==> src/sv/ccc_pkg.sv <==
package ccc_pkg;
	localparam int MAX_WIDTH_DEF  = 64;
	localparam int MAX_HEIGHT_DEF = 64;
	localparam logic [7:0] THRESH_RST = 8'd125;
	localparam logic [7:0] PIX_LIGHT  = 8'd255;
	localparam logic [7:0] PIX_DARK   = 8'd0;
	localparam int TALLY_W = 11;
	localparam logic [TALLY_W-1:0] TALLY_MAX = 11'd2047;

	localparam logic [1:0] REG_THRESH = 2'd0;
	localparam logic [1:0] REG_WIDTH  = 2'd1;
	localparam logic [1:0] REG_HEIGHT = 2'd2;

	typedef enum logic [3:0] {
		ST_CLEAR,
		ST_LOAD,
		ST_SCAN_RD,
		ST_SCAN_CHK,
		ST_POP_RD,
		ST_POP_CHK,
		ST_NB_RD,
		ST_NB_CHK,
		ST_OUT
	} state_t;

	// Commands from the controller to the datapath.
	typedef struct packed {
		logic clr_step;    // write zero to visited at clear counter, advance
		logic load;        // write incoming pixel, advance position
		logic scan_rd;     // read maps at scan pointer
		logic scan_next;   // advance scan pointer
		logic seed;        // mark scan pixel visited, push it, bump tally
		logic pop_rd;      // read queue at head
		logic pop_take;    // latch popped coordinate, start neighbor count
		logic nb_rd;       // read maps at current neighbor
		logic nb_push;     // mark neighbor visited and push it
		logic nb_next;     // advance neighbor index
		logic frame_end;   // reset position for next frame
	} cmd_t;

	// Status from the datapath to the controller.
	typedef struct packed {
		logic clr_last;
		logic last_pix;    // incoming pixel closes the frame
		logic scan_last;
		logic scan_hit;    // dark and not visited (scan pixel)
		logic q_empty;
		logic nb_valid;    // neighbor inside the frame
		logic nb_hit;      // dark and not visited (neighbor)
		logic nb_last;
	} stat_t;
endpackage

==> src/sv/ccc_ctrl.sv <==
module ccc_ctrl (
	input  logic            clk,
	input  logic            arst_n,
	input  logic            in_valid,
	output logic            in_stall,
	output logic            out_valid,
	input  logic            out_stall,
	input  ccc_pkg::stat_t  st,
	output ccc_pkg::cmd_t   cmd,
	output logic            res_load,
	output logic            res_done
);
	ccc_pkg::state_t state_q, state_d;
	logic out_valid_q, out_valid_d;
	logic take;

	// A new request is taken only while loading and the result slot is free.
	assign take = (state_q == ccc_pkg::ST_LOAD) && in_valid && !(out_valid_q && out_stall);
	assign in_stall = !((state_q == ccc_pkg::ST_LOAD) && !(out_valid_q && out_stall));
	assign out_valid = out_valid_q;

	always_ff @(posedge clk or negedge arst_n) begin
		if (!arst_n) begin
			state_q     <= ccc_pkg::ST_CLEAR;
			out_valid_q <= 1'b0;
		end else begin
			state_q     <= state_d;
			out_valid_q <= out_valid_d;
		end
	end

	// Next state.
	always_comb begin
		state_d = state_q;
		unique case (state_q)
			ccc_pkg::ST_CLEAR: if (st.clr_last) state_d = ccc_pkg::ST_LOAD;
			ccc_pkg::ST_LOAD: begin
				if (take && st.last_pix) state_d = ccc_pkg::ST_SCAN_RD;
			end
			ccc_pkg::ST_SCAN_RD:  state_d = ccc_pkg::ST_SCAN_CHK;
			ccc_pkg::ST_SCAN_CHK: begin
				if (st.scan_hit) state_d = ccc_pkg::ST_POP_RD;
				else if (st.scan_last) state_d = ccc_pkg::ST_OUT;
				else state_d = ccc_pkg::ST_SCAN_RD;
			end
			ccc_pkg::ST_POP_RD: begin
				if (st.q_empty) begin
					state_d = st.scan_last ? ccc_pkg::ST_OUT : ccc_pkg::ST_SCAN_RD;
				end else begin
					state_d = ccc_pkg::ST_POP_CHK;
				end
			end
			ccc_pkg::ST_POP_CHK: state_d = ccc_pkg::ST_NB_RD;
			ccc_pkg::ST_NB_RD: begin
				if (!st.nb_valid) begin
					state_d = st.nb_last ? ccc_pkg::ST_POP_RD : ccc_pkg::ST_NB_RD;
				end else begin
					state_d = ccc_pkg::ST_NB_CHK;
				end
			end
			ccc_pkg::ST_NB_CHK: begin
				state_d = st.nb_last ? ccc_pkg::ST_POP_RD : ccc_pkg::ST_NB_RD;
			end
			ccc_pkg::ST_OUT: begin
				if (!(out_valid_q && out_stall)) state_d = ccc_pkg::ST_CLEAR;
			end
			default: state_d = ccc_pkg::ST_CLEAR;
		endcase
	end

	// Outputs.
	always_comb begin
		cmd         = '0;
		res_load    = 1'b0;
		res_done    = 1'b0;
		out_valid_d = out_valid_q && out_stall;
		unique case (state_q)
			ccc_pkg::ST_CLEAR: cmd.clr_step = 1'b1;
			ccc_pkg::ST_LOAD: begin
				if (take) begin
					cmd.load = 1'b1;
					if (!st.last_pix) begin
						res_load    = 1'b1;
						out_valid_d = 1'b1;
					end
				end
			end
			ccc_pkg::ST_SCAN_RD: cmd.scan_rd = 1'b1;
			ccc_pkg::ST_SCAN_CHK: begin
				if (st.scan_hit) cmd.seed = 1'b1;
				else if (!st.scan_last) cmd.scan_next = 1'b1;
			end
			ccc_pkg::ST_POP_RD: begin
				if (st.q_empty) begin
					if (!st.scan_last) cmd.scan_next = 1'b1;
				end else begin
					cmd.pop_rd = 1'b1;
				end
			end
			ccc_pkg::ST_POP_CHK: cmd.pop_take = 1'b1;
			ccc_pkg::ST_NB_RD: begin
				if (st.nb_valid) cmd.nb_rd = 1'b1;
				else cmd.nb_next = 1'b1;
			end
			ccc_pkg::ST_NB_CHK: begin
				cmd.nb_next = 1'b1;
				if (st.nb_hit) cmd.nb_push = 1'b1;
			end
			ccc_pkg::ST_OUT: begin
				if (!(out_valid_q && out_stall)) begin
					cmd.frame_end = 1'b1;
					res_load      = 1'b1;
					res_done      = 1'b1;
					out_valid_d   = 1'b1;
				end
			end
			default: ;
		endcase
	end
endmodule

==> config.mk <==
export PLATFORM = sky130hd
export DESIGN_NAME = ccc_ctrl
export DESIGN_NICKNAME = d
export VERILOG_FILES = /design/src/sv/ccc_pkg.sv /design/src/sv/ccc_ctrl.sv
export SDC_FILE = /design/constraint.sdc
export NUM_CORES = 1
export LEC_CHECK = 0
export BUFFER_PORTS_ARGS = -buffer_cell sky130_fd_sc_hd__buf_2
export CAP_MARGIN = 20
export CELL_PAD_IN_SITES_DETAIL_PLACEMENT = 1
export CELL_PAD_IN_SITES_GLOBAL_PLACEMENT = 1
export CORE_MARGIN = 8
export CORE_UTILIZATION = 29
export CTS_BUF_LIST = sky130_fd_sc_hd__clkbuf_16
export DETAILED_ROUTE_END_ITERATION = 10
export PLACE_DENSITY_LB_ADDON = 0.05
export SLEW_MARGIN = 20
export SYNTH_ARGS = -nofsm -noshare
export SYNTH_HDL_FRONTEND = slang
export SYNTH_SLANG_ARGS = --single-unit
==> constraint.sdc <==
create_clock -name clk -period 1.8 [get_ports clk]
set_input_delay 0.54 -clock clk [delete_from_list [all_inputs] [get_ports clk]]
set_output_delay 0.54 -clock clk [all_outputs]
set_load 0.005 [all_outputs]
==> out/results.ini <==
[outcome]
status = finished, violations left
violations = negative setup slack

[clock_tree]
clk_latency_ns = 0.23
root_buffer = clkbuf_16
cts_buffers = 3
cts.sinks = 5
tritoncts = built
h-tree-depth = 1
cts.path.max_buffers = 2
hold_buffers = 0
clk_pin_slew_worst_paths_ns = 0.03

[sta]
maxSlewViolCount = 0
fin_skew_ns = 0.000187
max_freq_mhz = 546
worst_pin_slew_ns = 0.237
setup_viol = 6
fin_crit_ns = 1.83
post-route-period-util_pct = 102
max_slew_margin_pct = 84.0
layout_setup_ws_ns = -0.0321
hold_viol_final = 0
rsz0062_at_grt = yes
fin_hold_ws_ns = 0.122

[synthesis]
synth_area_per_cell_um2 = 8.05
syn_nets = 76
synth_commonest_cells = nor2_1, inv_1, dfrtp_1
synth_warnings = 0
synthFlopType = dfrtp_1
async_flop_share_pct = 100
yosys.area.top_type = dfrtp_1
synth_area_leaders = dfrtp_1, nor2_1, and4bb_2
ys_seq_area_share_pct = 24.3
yosysUniqueCellTypes = 31
synth_top_area_share_pct = 24.3
syn_area_um2 = 515
netlist_instances = 64
synth-edff-count = 0
ys_ff_latch = 5
yosysMostFrequentCell = nor2_1

[grt]
grt_max_degree = 9
grt_overflow = 0
grt_pass1_wl_um = 3150
antenna_found_initial = 0
grt_usage_pct = 11.9
grt_pass1_vias = 652

[placement]
io_buffer_count = 26
gp_congestion = 0.702
post-dp-hpwl_um = 1420
pre_cts_slack_ns = -0.0253

[route]
vias = 616
wl_per_cell_um = 15.3
drt_wl_total_um = 1940
vias_per_cell = 4.85
first_iter_violations = 9
drtPass1Iterations = 4
detail-route-antenna-nets = 0
drcViolationCount = 0

[pwr]
total_power_mw = 1.53
ir_drop_v = 0.000721
pwr-share-comb_pct = 57.7
p_int_mw = 0.934
p_sw_mw = 0.591
clockPowerShare_pct = 23.8
power_frac_seq_pct = 18.5
powerDensity_mw_per_mm2 = 1620
swShare_pct = 38.7
leakage_nw = 0.472

[floorplan]
ios = 27
dieArea_mm2 = 0.00338
core-area_mm2 = 0.00171
start_util_pct = 30.2
row_count = 15
die_y_um = 58.2
die_w_um = 58.2

[critical_path]
path_cells = nor4bb_1 > o21ai_1 > a21oi_1 > buf_2
worstPathArrival_ns = 1.29
critical_path_class = flip-flop to output pin
critical-path-slowest-cell = dfrtp_2
end_kind = output pin
cp.required_ns = 1.26
cp-start-kind = flip-flop
critical_path.max_fanout = 4
max_stage_delay_ns = 0.43

[worst_hold_path]
worstHoldPathType = input port to asynchronous set/reset pin

[finish]
n_antenna_cell = 0
drive_gt1_share_pct = 66.7
nets = 115
areaGrowthSynthToFinish_pct = 82.3

[job]
max-cap-violations = 0

## kinds of logic after synthesis
group	Yosys count	synth area share, %
DFF	5	24.3
AOI/OAI and AO/OA	15	23.5
buffers and inverters	11	13.8
and+or+nand+nor	33	38.3
## per-stage QoR
| stage | setup TNS, ns | area [µm²] | util (%) | instances |
|---|---|---|---|---|
| 6_report | -0.106 | 940 | 55.0 | 127 |
| 5_1_grt | -0.675 | 940 | 55.0 | 127 |
| 4_1_cts | -0.115 | 855 | 50.0 | 126 |
| 3_5_place_dp | -0.0253 | 703 | 41.2 | 120 |
| 3_3_place_gp | -0.00275 | 703 | 41.2 | 120 |
| 2_1_floorplan | 0 | 515 | - | 64 |
## placed cells by master (no fill, tap or decap), types with 3 or more instances in the layout
cell | synthesis | final
clkbuf_16 | 0 | 3
inv_1 | 6 | 7
nor2_1 | 7 | 6
dfrtp_2 | 0 | 4
buf_4 | 1 | 8
buf_2 | 1 | 23
buf_6 | 2 | 8
nand2_1 | 4 | 3
## critical path: cells and delay by family (launching register included)
family                 cells  cell delay, ns
AO/OA/AOI/OAI              2            0.22
AND/OR/NAND/NOR            1            0.29
flip-flops                 1            0.43
buffers and inverters      1            0.12
## path summary, 6_finish.rpt
path | to | slack, ns | startpoint | cells after the start
worst max-delay path | res_load | -0.03 | state_q[3] | 4
worst min-delay path | state_q[2] | 0.12 | arst_n | 1
worst max register to register | state_q[1] | 0.32 | state_q[0] | 4
worst min register to register | state_q[2] | 0.65 | state_q[3] | 2
max in group asynchronous | state_q[3] | 1.53 | arst_n | 1
min in group clk | state_q[3] | 0.59 | st[5] | 3
## cell type report
| class | count | area, µm² |
|---|---|---|
| Clock inverter | 1 | 3.75 |
| Fill cell | 208 | 768 |
| Tap cell | 25 | 31.3 |
| Timing Repair Buffer | 39 | 265 |
| Sequential cell | 5 | 130 |
| Multi-Input combinational cell | 48 | 412 |
| Inverter | 6 | 22.5 |
| Clock buffer | 3 | 75.1 |
## state kept, by name, indices dropped and copies added, names as in the netlist
name / flops
out_valid: 1
state_q: 4
## metal layers
layer / global-route usage [%] / wire, µm / vias to the layer above
li1: - / - / 304
met2: 19.4 / 960 / 20
met3: 3.75 / 108 / 4
met1: 13.2 / 837 / 288
met4: 7.34 / 37 / 0
met5: 0 / 0 / -
## power groups by stage
| stage | Combinational [mW] | Clock (mW) | Sequential, mW |
|---|---|---|---|
| after floorplan | 0.476 | 0 | 0.204 |
| after global placement | 0.632 | 0 | 0.248 |
| after detailed placement | 0.642 | 0 | 0.251 |
| after CTS | 0.760 | 0.364 | 0.264 |
| after global routing | 0.963 | 0.372 | 0.292 |
| final | 0.880 | 0.364 | 0.282 |
## what timing repair did
| action | in CTS | in global routing |
|---|---|---|
| resized for setup | 14 | 16 |
| pin swaps | 9 | 5 |
| setup endpoints to repair | 12 | 12 |
| gates cloned | 0 | 0 |
| setup buffers | 2 | 1 |
Power figures use the tool's default switching activity.
